## src/rtl/core/jsu_pkg.sv

```systemverilog
// jsu_pkg: shared types and codes for the JSON string unescaper.
// Holds parse modes, result kinds and the queued per-item result list.
// No dependencies.
package jsu_pkg;

  localparam int MAX_RES = 7;

  localparam logic [1:0] KIND_DATA  = 2'd0;
  localparam logic [1:0] KIND_DONE  = 2'd1;
  localparam logic [1:0] KIND_ERROR = 2'd2;

  typedef enum logic [2:0] {
    MODE_IDLE,
    MODE_STR,
    MODE_ESC,
    MODE_HEX,
    MODE_HELD,
    MODE_HELD_BS,
    MODE_LOW_HEX
  } mode_t;

  typedef struct packed {
    logic [7:0] data;
    logic [1:0] kind;
  } res_t;

  // All results caused by one input item, r[0] first
  typedef struct packed {
    logic [2:0]              n;
    res_t [MAX_RES-1:0]      r;
  } op_t;

  typedef struct packed {
    logic push;
    op_t  data;
  } q_wr_t;

  typedef struct packed {
    logic valid;
    op_t  data;
  } q_rd_t;

endpackage

```

## src/rtl/core/json_string_unescape_utf8_top.sv

```systemverilog
// The first result of an item goes through the result queue and then the output register.
// Throughput: one input byte per cycle while the result queue has room; the back end
// sends one result per cycle while out_stall is low, taking an item's results in order.
// The queue holds QUEUE_DEPTH items; input stalls only while it is full.
// Reset: synchronous, active low; clears the parser to idle, empties the queue and
// drops output valid. No clearing pass.
module json_string_unescape_utf8_top #(
  parameter int QUEUE_DEPTH = 4
) (
  input  logic       clk,
  input  logic       rst_n,
  input  logic       in_valid,
  output logic       in_stall,
  input  logic [7:0] in_byte,
  input  logic       in_end_of_data,
  output logic       out_valid,
  input  logic       out_stall,
  output logic [7:0] out_byte,
  output logic [1:0] out_result_kind,
  output logic       out_run_last
);

  jsu_pkg::q_wr_t q_wr;
  jsu_pkg::q_rd_t q_rd;
  logic           q_full;
  logic           q_pop;

  assign in_stall = q_full;

  jsu_front u_front (
    .clk            (clk),
    .rst_n          (rst_n),
    .in_valid       (in_valid),
    .in_stall       (q_full),
    .in_byte        (in_byte),
    .in_end_of_data (in_end_of_data),
    .q_wr           (q_wr)
  );

  jsu_queue #(
    .DEPTH (QUEUE_DEPTH)
  ) u_queue (
    .clk   (clk),
    .rst_n (rst_n),
    .q_wr  (q_wr),
    .full  (q_full),
    .q_rd  (q_rd),
    .pop   (q_pop)
  );

  jsu_back u_back (
    .clk             (clk),
    .rst_n           (rst_n),
    .q_rd            (q_rd),
    .pop             (q_pop),
    .out_valid       (out_valid),
    .out_stall       (out_stall),
    .out_byte        (out_byte),
    .out_result_kind (out_result_kind),
    .out_run_last    (out_run_last)
  );

endmodule

```

## src/rtl/core/jsu_front.sv

```systemverilog
// jsu_front: accepts input bytes, runs the string parse state machine and
// builds the list of results each byte causes. Depends on jsu_pkg.
module jsu_front (
  input  logic            clk,
  input  logic            rst_n,
  input  logic            in_valid,
  input  logic            in_stall,
  input  logic [7:0]      in_byte,
  input  logic            in_end_of_data,
  output jsu_pkg::q_wr_t  q_wr
);

  localparam logic [7:0]  CH_QUOTE = 8'h22;
  localparam logic [7:0]  CH_BSL   = 8'h5C;
  localparam logic [7:0]  CH_SLASH = 8'h2F;
  localparam logic [7:0]  CH_SPACE = 8'h20;
  localparam logic [7:0]  CH_TAB   = 8'h09;
  localparam logic [7:0]  CH_CR    = 8'h0D;
  localparam logic [7:0]  CH_LF    = 8'h0A;
  localparam logic [7:0]  CH_B     = 8'h62;
  localparam logic [7:0]  CH_F     = 8'h66;
  localparam logic [7:0]  CH_N     = 8'h6E;
  localparam logic [7:0]  CH_R     = 8'h72;
  localparam logic [7:0]  CH_T     = 8'h74;
  localparam logic [7:0]  CH_U     = 8'h75;
  localparam logic [7:0]  CH_0     = 8'h30;
  localparam logic [7:0]  CH_9     = 8'h39;
  localparam logic [7:0]  CH_LA    = 8'h61;
  localparam logic [7:0]  CH_LF_HX = 8'h66;
  localparam logic [7:0]  CH_UA    = 8'h41;
  localparam logic [7:0]  CH_UF    = 8'h46;
  localparam logic [15:0] HI_FIRST = 16'hD800;
  localparam logic [15:0] HI_LAST  = 16'hDBFF;
  localparam logic [15:0] LO_FIRST = 16'hDC00;
  localparam logic [15:0] LO_LAST  = 16'hDFFF;
  localparam logic [5:0]  SUR_TAG  = 6'b110110;
  localparam logic [20:0] PAIR_BASE = 21'h10000;

  function automatic jsu_pkg::op_t add_byte(jsu_pkg::op_t l, logic [7:0] d, logic [1:0] k);
    if (l.n < 3'(jsu_pkg::MAX_RES)) begin
      l.r[l.n] = '{data: d, kind: k};
      l.n      = l.n + 3'd1;
    end
    return l;
  endfunction

  function automatic jsu_pkg::op_t add_utf8(jsu_pkg::op_t l, logic [20:0] cp);
    logic [2:0]      n;
    logic [3:0][7:0] b;
    b = '0;
    if (cp < 21'h80) begin
      n    = 3'd1;
      b[0] = cp[7:0];
    end else if (cp < 21'h800) begin
      n    = 3'd2;
      b[0] = {3'b110, cp[10:6]};
      b[1] = {2'b10, cp[5:0]};
    end else if (cp < 21'h10000) begin
      n    = 3'd3;
      b[0] = {4'b1110, cp[15:12]};
      b[1] = {2'b10, cp[11:6]};
      b[2] = {2'b10, cp[5:0]};
    end else begin
      n    = 3'd4;
      b[0] = {5'b11110, cp[20:18]};
      b[1] = {2'b10, cp[17:12]};
      b[2] = {2'b10, cp[11:6]};
      b[3] = {2'b10, cp[5:0]};
    end
    for (int k = 0; k < 4; k++) begin
      if (3'(k) < n) l = add_byte(l, b[k], jsu_pkg::KIND_DATA);
    end
    return l;
  endfunction

  // Send a waiting high surrogate as a lone three-byte sequence
  function automatic jsu_pkg::op_t release_op(jsu_pkg::op_t l, logic f, logic [9:0] h);
    if (f) l = add_utf8(l, {5'd0, SUR_TAG, h});
    return l;
  endfunction

  jsu_pkg::mode_t mode_r, mode_nxt;
  logic [1:0]     cnt_r, cnt_nxt;
  logic [15:0]    acc_r, acc_nxt;
  logic [9:0]     hi_r, hi_nxt;
  logic           held_r, held_nxt;

  logic           accept;
  logic           hex_ok;
  logic [3:0]     hex_v;
  logic [15:0]    acc_new;
  logic [20:0]    pair_cp;
  logic           do_str, do_esc, do_fail, esc_ok;
  logic [7:0]     esc_v;
  jsu_pkg::op_t   ops;

  assign accept = in_valid && !in_stall;

  always_comb begin
    hex_ok = 1'b1;
    hex_v  = in_byte[3:0];
    if (in_byte >= CH_0 && in_byte <= CH_9) begin
      hex_v = in_byte[3:0];
    end else if ((in_byte >= CH_LA && in_byte <= CH_LF_HX) ||
                 (in_byte >= CH_UA && in_byte <= CH_UF)) begin
      hex_v = in_byte[3:0] + 4'd9;
    end else begin
      hex_ok = 1'b0;
    end
  end

  assign acc_new = {acc_r[11:0], hex_v};
  assign pair_cp = PAIR_BASE + {1'b0, hi_r, 10'd0} + {11'd0, acc_new[9:0]};

  always_comb begin
    esc_ok = 1'b1;
    esc_v  = in_byte;
    unique case (in_byte)
      CH_QUOTE, CH_BSL, CH_SLASH: esc_v = in_byte;
      CH_B:    esc_v = 8'h08;
      CH_F:    esc_v = 8'h0C;
      CH_N:    esc_v = 8'h0A;
      CH_R:    esc_v = 8'h0D;
      CH_T:    esc_v = 8'h09;
      default: esc_ok = 1'b0;
    endcase
  end

  always_comb begin
    mode_nxt = mode_r;
    cnt_nxt  = cnt_r;
    acc_nxt  = acc_r;
    hi_nxt   = hi_r;
    held_nxt = held_r;
    ops      = '0;
    do_str   = 1'b0;
    do_esc   = 1'b0;
    do_fail  = 1'b0;

    unique case (mode_r)
      jsu_pkg::MODE_IDLE: begin
        if (in_byte == CH_QUOTE) begin
          mode_nxt = jsu_pkg::MODE_STR;
        end else if (in_byte != CH_SPACE && in_byte != CH_TAB &&
                     in_byte != CH_CR && in_byte != CH_LF) begin
          do_fail = 1'b1;
        end
      end
      jsu_pkg::MODE_STR: do_str = 1'b1;
      jsu_pkg::MODE_ESC: do_esc = 1'b1;
      jsu_pkg::MODE_HEX, jsu_pkg::MODE_LOW_HEX: begin
        if (!hex_ok) begin
          ops      = release_op(ops, held_nxt, hi_nxt);
          held_nxt = 1'b0;
          hi_nxt   = '0;
          do_fail  = 1'b1;
        end else if (cnt_r != 2'd3) begin
          cnt_nxt = cnt_r + 2'd1;
          acc_nxt = acc_new;
        end else begin
          cnt_nxt = '0;
          acc_nxt = '0;
          if (mode_r == jsu_pkg::MODE_LOW_HEX && acc_new >= LO_FIRST && acc_new <= LO_LAST) begin
            ops      = add_utf8(ops, pair_cp);
            held_nxt = 1'b0;
            hi_nxt   = '0;
            mode_nxt = jsu_pkg::MODE_STR;
          end else begin
            ops      = release_op(ops, held_r, hi_r);
            held_nxt = 1'b0;
            hi_nxt   = '0;
            if (acc_new >= HI_FIRST && acc_new <= HI_LAST) begin
              hi_nxt   = acc_new[9:0];
              held_nxt = 1'b1;
              mode_nxt = jsu_pkg::MODE_HELD;
            end else begin
              ops      = add_utf8(ops, {5'd0, acc_new});
              mode_nxt = jsu_pkg::MODE_STR;
            end
          end
        end
      end
      jsu_pkg::MODE_HELD: begin
        if (in_byte == CH_BSL) begin
          mode_nxt = jsu_pkg::MODE_HELD_BS;
        end else begin
          ops      = release_op(ops, held_r, hi_r);
          held_nxt = 1'b0;
          hi_nxt   = '0;
          mode_nxt = jsu_pkg::MODE_STR;
          do_str   = 1'b1;
        end
      end
      jsu_pkg::MODE_HELD_BS: begin
        if (in_byte == CH_U) begin
          mode_nxt = jsu_pkg::MODE_LOW_HEX;
          cnt_nxt  = '0;
          acc_nxt  = '0;
        end else begin
          ops      = release_op(ops, held_r, hi_r);
          held_nxt = 1'b0;
          hi_nxt   = '0;
          do_esc   = 1'b1;
        end
      end
      default: do_fail = 1'b1;
    endcase

    if (do_str) begin
      if (in_byte == CH_QUOTE) begin
        ops      = add_byte(ops, 8'd0, jsu_pkg::KIND_DONE);
        mode_nxt = jsu_pkg::MODE_IDLE;
        cnt_nxt  = '0;
        acc_nxt  = '0;
        hi_nxt   = '0;
        held_nxt = 1'b0;
      end else if (in_byte == CH_BSL) begin
        mode_nxt = jsu_pkg::MODE_ESC;
      end else begin
        ops = add_byte(ops, in_byte, jsu_pkg::KIND_DATA);
      end
    end

    if (do_esc) begin
      mode_nxt = jsu_pkg::MODE_STR;
      if (in_byte == CH_U) begin
        mode_nxt = jsu_pkg::MODE_HEX;
        cnt_nxt  = '0;
        acc_nxt  = '0;
      end else if (esc_ok) begin
        ops = add_byte(ops, esc_v, jsu_pkg::KIND_DATA);
      end else begin
        do_fail = 1'b1;
      end
    end

    if (do_fail) begin
      ops      = add_byte(ops, 8'd0, jsu_pkg::KIND_ERROR);
      mode_nxt = jsu_pkg::MODE_IDLE;
      cnt_nxt  = '0;
      acc_nxt  = '0;
      hi_nxt   = '0;
      held_nxt = 1'b0;
    end

    // Data ran out inside a string: flush any held surrogate, then error
    if (in_end_of_data && mode_nxt != jsu_pkg::MODE_IDLE) begin
      ops      = release_op(ops, held_nxt, hi_nxt);
      ops      = add_byte(ops, 8'd0, jsu_pkg::KIND_ERROR);
      mode_nxt = jsu_pkg::MODE_IDLE;
      cnt_nxt  = '0;
      acc_nxt  = '0;
      hi_nxt   = '0;
      held_nxt = 1'b0;
    end
  end

  always_ff @(posedge clk) begin
    if (!rst_n) begin
      mode_r <= jsu_pkg::MODE_IDLE;
      cnt_r  <= '0;
      acc_r  <= '0;
      hi_r   <= '0;
      held_r <= 1'b0;
    end else if (accept) begin
      mode_r <= mode_nxt;
      cnt_r  <= cnt_nxt;
      acc_r  <= acc_nxt;
      hi_r   <= hi_nxt;
      held_r <= held_nxt;
    end
  end

  // Items that cause no result never enter the queue
  assign q_wr.push = accept && (ops.n != 3'd0);
  assign q_wr.data = ops;

  a_end_idle: assert property (@(posedge clk) disable iff (!rst_n)
    accept && in_end_of_data |=> mode_r == jsu_pkg::MODE_IDLE)
    else $error("end of data did not return parser to idle");

  a_held_mode: assert property (@(posedge clk) disable iff (!rst_n)
    held_r |-> (mode_r == jsu_pkg::MODE_HELD || mode_r == jsu_pkg::MODE_HELD_BS ||
                mode_r == jsu_pkg::MODE_LOW_HEX))
    else $error("held surrogate outside pairing modes");

  a_cnt_mode: assert property (@(posedge clk) disable iff (!rst_n)
    cnt_r != 2'd0 |-> (mode_r == jsu_pkg::MODE_HEX || mode_r == jsu_pkg::MODE_LOW_HEX))
    else $error("hex digit count outside hex modes");

endmodule

```

## src/rtl/core/jsu_queue.sv

```systemverilog
// jsu_queue: short queue of per-item result lists between front and back.
// Depends on jsu_pkg.
module jsu_queue #(
  parameter int DEPTH = 4
) (
  input  logic            clk,
  input  logic            rst_n,
  input  jsu_pkg::q_wr_t  q_wr,
  output logic            full,
  output jsu_pkg::q_rd_t  q_rd,
  input  logic            pop
);

  localparam int PTR_W = (DEPTH > 1) ? $clog2(DEPTH) : 1;
  localparam int CNT_W = $clog2(DEPTH + 1);

  jsu_pkg::op_t     mem_r [DEPTH];
  logic [PTR_W-1:0] wr_ptr_r, rd_ptr_r;
  logic [CNT_W-1:0] cnt_r;

  assign full       = (cnt_r == CNT_W'(DEPTH));
  assign q_rd.valid = (cnt_r != '0);
  assign q_rd.data  = mem_r[rd_ptr_r];

  always_ff @(posedge clk) begin
    if (q_wr.push) mem_r[wr_ptr_r] <= q_wr.data;
  end

  always_ff @(posedge clk) begin
    if (!rst_n) begin
      wr_ptr_r <= '0;
      rd_ptr_r <= '0;
      cnt_r    <= '0;
    end else begin
      if (q_wr.push) begin
        wr_ptr_r <= (wr_ptr_r == PTR_W'(DEPTH - 1)) ? '0 : wr_ptr_r + 1'b1;
      end
      if (pop) begin
        rd_ptr_r <= (rd_ptr_r == PTR_W'(DEPTH - 1)) ? '0 : rd_ptr_r + 1'b1;
      end
      unique case ({q_wr.push, pop})
        2'b10:   cnt_r <= cnt_r + 1'b1;
        2'b01:   cnt_r <= cnt_r - 1'b1;
        default: cnt_r <= cnt_r;
      endcase
    end
  end

  a_no_overflow: assert property (@(posedge clk) disable iff (!rst_n)
    q_wr.push |-> !full)
    else $error("push into full queue");

  a_no_underflow: assert property (@(posedge clk) disable iff (!rst_n)
    pop |-> q_rd.valid)
    else $error("pop from empty queue");

endmodule

```

## src/rtl/core/jsu_back.sv

```systemverilog
// jsu_back: walks the queued result lists and drives one result per cycle
// through the output register while out_stall is low. Depends on jsu_pkg.
module jsu_back (
  input  logic            clk,
  input  logic            rst_n,
  input  jsu_pkg::q_rd_t  q_rd,
  output logic            pop,
  output logic            out_valid,
  input  logic            out_stall,
  output logic [7:0]      out_byte,
  output logic [1:0]      out_result_kind,
  output logic            out_run_last
);

  logic [2:0]    idx_r;
  logic          valid_r;
  logic [7:0]    byte_r;
  logic [1:0]    kind_r;
  logic          last_r;
  logic          load;
  logic          is_last;
  jsu_pkg::res_t cur;

  assign load    = q_rd.valid && (!valid_r || !out_stall);
  assign cur     = q_rd.data.r[idx_r];
  assign is_last = (idx_r == q_rd.data.n - 3'd1);
  assign pop     = load && is_last;

  always_ff @(posedge clk) begin
    if (!rst_n) begin
      valid_r <= 1'b0;
      idx_r   <= '0;
    end else if (load) begin
      valid_r <= 1'b1;
      idx_r   <= is_last ? 3'd0 : idx_r + 3'd1;
    end else if (!out_stall) begin
      valid_r <= 1'b0;
    end
  end

  always_ff @(posedge clk) begin
    if (load) begin
      byte_r <= cur.data;
      kind_r <= cur.kind;
      last_r <= is_last;
    end
  end

  assign out_valid       = valid_r;
  assign out_byte        = byte_r;
  assign out_result_kind = kind_r;
  assign out_run_last    = last_r;

  a_idx_range: assert property (@(posedge clk) disable iff (!rst_n)
    q_rd.valid |-> idx_r < q_rd.data.n)
    else $error("result index beyond list length");

  a_idx_idle: assert property (@(posedge clk) disable iff (!rst_n)
    !q_rd.valid |-> idx_r == 3'd0)
    else $error("result index left over with empty queue");

endmodule
```

## config.mk

```make
export PLATFORM = sky130hd
export DESIGN_NAME = json_string_unescape_utf8_top
export DESIGN_NICKNAME = d
export VERILOG_FILES = /design/src/rtl/core/jsu_pkg.sv /design/src/rtl/core/json_string_unescape_utf8_top.sv /design/src/rtl/core/jsu_front.sv /design/src/rtl/core/jsu_queue.sv /design/src/rtl/core/jsu_back.sv
export SDC_FILE = /design/constraint.sdc
export NUM_CORES = 1
export LEC_CHECK = 0
export BUFFER_PORTS_ARGS = -buffer_cell sky130_fd_sc_hd__clkbuf_2
export CORE_ASPECT_RATIO = 0.8
export CORE_MARGIN = 10
export CORE_UTILIZATION = 50
export CTS_CLUSTER_SIZE = 12
export DETAILED_ROUTE_END_ITERATION = 12
export GPL_ROUTABILITY_DRIVEN = 0
export GPL_TIMING_DRIVEN = 0
export HOLD_SLACK_MARGIN = 0.1
export PLACE_DENSITY = 0.68
export SYNTH_ARGS = -nofsm -noshare
export SYNTH_HDL_FRONTEND = slang
export SYNTH_SLANG_ARGS = --single-unit
```

## constraint.sdc

```tcl
create_clock -name clk -period 29 [get_ports clk]
set_input_delay 1.45 -clock clk [delete_from_list [all_inputs] [get_ports clk]]
set_output_delay 1.45 -clock clk [all_outputs]
set_load 0.02 [all_outputs]
```

# Word-level counts from Yosys, hierarchy flattened
# Memories as Yosys holds them, arrays and structs flattened. A register that Yosys moved wholly into a read port is not among the register bits.
# Cells that the tools add are included.
# word_totals
memories	1
ramBits	292
out_inout_bits	13
ff_bits	54
# mem_list
memory	words	width	rd	rd_ports_with_merged_regs	wr	line_no	source
u_queue.mem_r	4	73	1	1	1	jsu_queue.sv:17	jsu_pkg::op_t mem_r [DEPTH];
# classes
eq_ne	27
addsub	37
n_mux	385
magnitude_cmp	125
n_reduce_logical	54
bitwise	9
# op_table
op	n
2-to-1 mux 73 bit	150
bitwise mux 70 bit	25
demux 10 bit (select 3 bit)	27
2-to-1 mux 32 bit	13
2-to-1 mux 10 bit	38
2-to-1 mux 71 bit	5
2-to-1 mux 24 bit	10
case mux 73 bit (3 select lines)	1
2-to-1 mux 16 bit	12
AND 63 bit	3
inverter 63 bit	3
2-to-1 mux 3 bit	40
less-than comparator 3 x 4 -> 1 bit (second input constant)	28
adder 3 x 1 -> 3 bit (second input constant)	29
greater-or-equal comparator 3 x 1 -> 1 bit (second input constant)	27
less-than comparator 3 bit (second input constant)	27
2-to-1 mux 8 bit	9
== test 8 x 7 -> 1 bit (second input constant)	7
less-than comparator 1 x 3 -> 1 bit (first input constant)	14
less-than comparator 2 x 3 -> 1 bit (first input constant)	14
logical AND 1 bit	41
case mux 8 bit (5 select lines)	1
greater-or-equal comparator 16 bit (second input constant)	2
less-or-equal comparator 16 bit (second input constant)	2
other kinds (47)	109

# Depth between registers and ports, before layout
# logic_depth
ltp_word	177
mapped_depth	50
mapped_depth_nobuf	47

# Cells and area by module
# From an unflattened synthesis, not the netlist that was laid out.
# hier_totals
hier_cells	1629
area_unflattened_um2	19140.9
# by_module_without_submodules
mod	n_inst	seq_area_each_um2	area_each_um2	cells_each
jsu_queue	1	8948.6	11073.1	428
jsu_front	1	560.5	6892.9	1098
jsu_back	1	410.4	1174.9	103

# Worst setup path after synthesis
# No wires, ideal clock.
# synth_path
kind	input-to-reg
startpoint	input in_byte[0]
endpoint	memory u_queue.mem_r[0][0] (netlist name), enable pin
slack_ps	17637
path_buffers	3
required_time_ps	28561
t_arrival_ps	10923
setup_ps	439
cell_stages	40
path_cell_list	inv_1 > ha_1 > or4b_4 > a311oi_4 > o211ai_1 > clkbuf_1 > nor2_1 > a21o_1 > and2_1 > clkbuf_1 > nor2_1 > inv_1 > ha_1 > o32a_1 > a41oi_1 > nand2_1 > ha_1 > nor2_1 > [4 not listed] > a21oi_1 > o22ai_1 > nor2_1 > inv_2 > ha_1 > clkbuf_1 > inv_1 > o21ai_0 > ha_1 > xor2_1 > inv_1 > a2111o_1 > a311o_1 > o41ai_2 > o41ai_1 > nor3_2 > o21a_2 > and2_1
# synth_rtl
element	line_no	source
from (decl)	json_string_unescape_utf8_top.sv:14	input logic [7:0] in_byte,
to (decl)	jsu_queue.sv:17	

==> summary.md <==
| Metric | Value |
|---|---|
| Mean Syn Cell Area | `11.4 um2` |
| Leak pwr | `6.81 nW` |
| Launching point of the worst reg2reg path | `u_front.acc_r[5]` |
| Width of the die | `238 um` |
| Reg-to-reg critical path endpoint | `u_queue.cnt_r[2]` |
| Core ar. | `0.0374 mm2` |
| Final TNS setup | `0 ps` |
| Clock network fraction of design power | `32.7%` |
| Final hold vios | `0` |
| Die area | `0.0464 mm2` |
| Synthesized area | `0.0190 mm2` |
| DR pass1 iterations | `7` |
| Fin. max-slew vios | `1` |
| Seq pwr share | `45.2%` |
| Layout Skew | `25.2 ps` |
| Synth cell types | `99` |
| Tightest Pin Transition | `1490 ps` |
| Setup bufs post-CTS | `0` |
| Die Y | `195 um` |
| Fillers | `3140` |
| Antenna diodes | `0` |
| EDFF count, synth | `303` |
| Hold_sp | `u_queue.wr_ptr_r[1]` |
| Post-synth top area share | `47.8%` |
| Finish-stage setup viols | `0` |
| Antenna violations before repair | `0` |
| Post-CTS Hold Buffers | `0` |
| Sw Pwr | `377 uW` |
| GRT overflow | `0` |
| Part of the power in combinational logic | `22.0%` |
| Via count | `15300` |
| PostCTS Resize Cnt | `0` |
| FF+latch count, synth | `344` |
| CP dominant cell by count | `ha_1` |
| Synth cell count leaders | `edfxtp_1 (303), nand2_1 (151), nor2_1 (139)` |
| Async set or reset register ratio after synthesis | `0%` |
| Tot GR Track Use | `25.0%` |
| Sw frac | `28.1%` |
| Hold path cells | `2` |
| Port bufs | `22` |
| Total CTS buffers | `37` |
| RSZ-0062 raised after global routing | `no` |
| Synth Instances | `1678` |
| Critical Path Source | `in_byte[0]` |
| Final worst-path cycle share | `43.7%` |
| Nature of the critical path endpoint | `flop` |
| CTS tree | `yes` |
| Initial Utilization | `51.0%` |
| Maximum VDD drop | `0.0527 mV` |
| Post-layout minimum cycle time | `12670 ps` |
| Row count | `63` |
| Ports | `26` |
| Fraction of layout cells with a size suffix above 1 | `12.4%` |
| Worst R2R Setup Slack | `16950 ps` |
| WP data arrival | `13140 ps` |
| CTS root buffer | `clkbuf_16` |
| Post-synthesis to final-layout area growth | `10.9%` |
| Clock Latency Late Sink | `550 ps` |
| Worst reg2reg path depth | `50` |
| Reg clk slew, reported paths | `60 ps` |
| Final Core Density | `56.5%` |
| Crit-path max FO | `10` |
| Drt via density | `6.69` |
| Drt total wl | `59100 um` |
| Detail Placement HPWL | `41900 um` |
| Critical path type | `input pin to flop` |
| CTS max path bufs | `3` |
| Sequential area share after synthesis | `52.1%` |
| Nets@finish | `1826` |
| Power Dens Cells | `63.5 mW/mm2` |
| Yosys top cell by area | `edfxtp_1` |
| Relative slew slack | `-0.213%` |
| Critical Path RT | `29480 ps` |
| DR WL/cell | `25.8 um` |
| Violated checks | `max-capacitance violations, max-slew violations` |
| Final Power | `1.34 mW` |
| Global-route wire length before repair | `89000 um` |
| Max incr delay on CP | `680 ps` |
| CTS H-Tree Depth | `2` |
| Starting DRT DRC Count | `2873` |
| DRC violations left | `0` |
| Maximum clock frequency | `78.9 MHz` |
| Hold WC Path Type | `flop to flop` |
| Startpoint Class | `input pin` |
| Synth area leaders | `edfxtp_1 (48%), mux4_2 (9.8%), dfxtp_1 (4.3%), nand2_1 (3.0%), o21ai_0 (3.0%)` |
| Clock sinks | `344` |
| Antenna Nets Post-Route | `0` |
| Main synth FF type | `edfxtp_1` |
| Vias in the first global route | `14300` |
| # Max-Cap Violations | `1` |
| Pint | `965 uW` |
| Slowest-stage cell, CP | `nor2_1` |
| Count leader, synth | `edfxtp_1` |
| Largest net degree at the start of global routing | `55` |
| Worst Hold Path EP | `u_queue.wr_ptr_r[1]` |
| Synthesis Warnings | `0` |
| Outcome | `finished, violations left` |
==> cell type report <==
cell class	instances	area (um2)	share of cell area, %
Inverter	50	188	0.888
Sequential cell	344	9920	47.0
Timing Repair Buffer	27	235	1.11
Tap cell	487	609	2.88
Clock inverter	12	118	0.557
Clock buffer	48	967	4.58
Multi-Input combinational cell	1201	8630	40.9
Buffer	118	458	2.17
==> power by group through the flow <==
| stage | logic [mW] | clock network (mW) | registers, mW |
|---|---|---|---|
| global route | 0.318 | 0.467 | 0.611 |
| detailed placement | 0.297 | 0 | 0.617 |
| floorplan | 0.187 | 0 | 0.627 |
| finish | 0.296 | 0.439 | 0.607 |
| global placement | 0.283 | 0 | 0.621 |
| CTS | 0.299 | 0.446 | 0.607 |
==> kinds of logic after synthesis <==
logic type | share of synthesized area [%]
and+or+nand+nor | 12.9
other | 0.0394
AOI/OAI and AO/OA | 17.0
buffers and inverters | 3.39
DFF | 52.1
xor gates and xnor gates | 0.821
muxes | 11.5
adders and majority gates | 2.27
==> critical path: cells and delay by family <==
kind / cells / cell delay (ps)
AO/OA/AOI/OAI: 15 / 3940
adder cells (fa/ha/maj): 9 / 2640
AND/OR/NAND/NOR: 10 / 2320
buffers and inverters: 12 / 2190
XOR/XNOR: 3 / 530
==> routing by layer <==
| metal | part of all wire (%) | GRT usage (%) | up-vias |
|---|---|---|---|
| met5 | 0.061 | 0 | - |
| met4 | 3.5 | 8.05 | 2 |
| met3 | 13 | 7.37 | 178 |
| met2 | 42 | 35.9 | 1038 |
| met1 | 41 | 35.6 | 7412 |
| li1 | - | - | 6665 |
==> flip-flops by register name (all words and copies together), names as in the netlist, 2 cells and up, named ones only <==
name and count:
u_queue.cnt_r 3, u_queue.mem_r 292, u_front.hi_r 10, u_back.idx_r 3, u_front.mode_r 3, u_front.acc_r 12
u_queue.rd_ptr_r 2, u_front.cnt_r 2, u_back.out_result_kind 2, u_queue.wr_ptr_r 2, u_back.out_byte 8
==> cell usage in the layout (no fill, tap or decap), drive strengths merged, types with 13 or more instances in the layout <==
master / instances
dfxtp: 41
nor2: 141
conb: 37
mux4: 83
buf: 31
mux2i: 19
nand3: 40
o211ai: 13
and2: 22
a31oi: 14
nor3: 49
clkbuf: 162
a21oi: 110
nor2b: 28
inv: 52
edfxtp: 303
a21boi: 14
nand2: 152
a22oi: 49
ha: 33
o21ai: 119
o221ai: 16
o22ai: 35
==> worst max path at each step <==
| stage | slack [ps] | to | depth (start not counted) |
|---|---|---|---|
| floorplan | 17640 | u_queue.mem_r[0][0] | 40 |
| global placement | 14130 | u_queue.mem_r[2][0] | 41 |
| detailed placement | 16360 | u_queue.cnt_r[2] | 49 |
| CTS | 16850 | u_queue.cnt_r[2] | 49 |
| global route | 15720 | u_queue.cnt_r[2] | 49 |
| finish | 16330 | u_queue.cnt_r[2] | 49 |
==> metrics by stage <==
stage	cells	worst slack (ps)	cell area (um2)	hold WS (ps)
after CTS	2287	16850	21100	508
final	2287	16330	21100	511
after global placement	2222	14130	19900	470
after floorplan	1713	17640	19200	468
after detailed placement	2227	16360	20000	497
after global routing	2287	15720	21100	540
(Power assumes the default switching activity.)
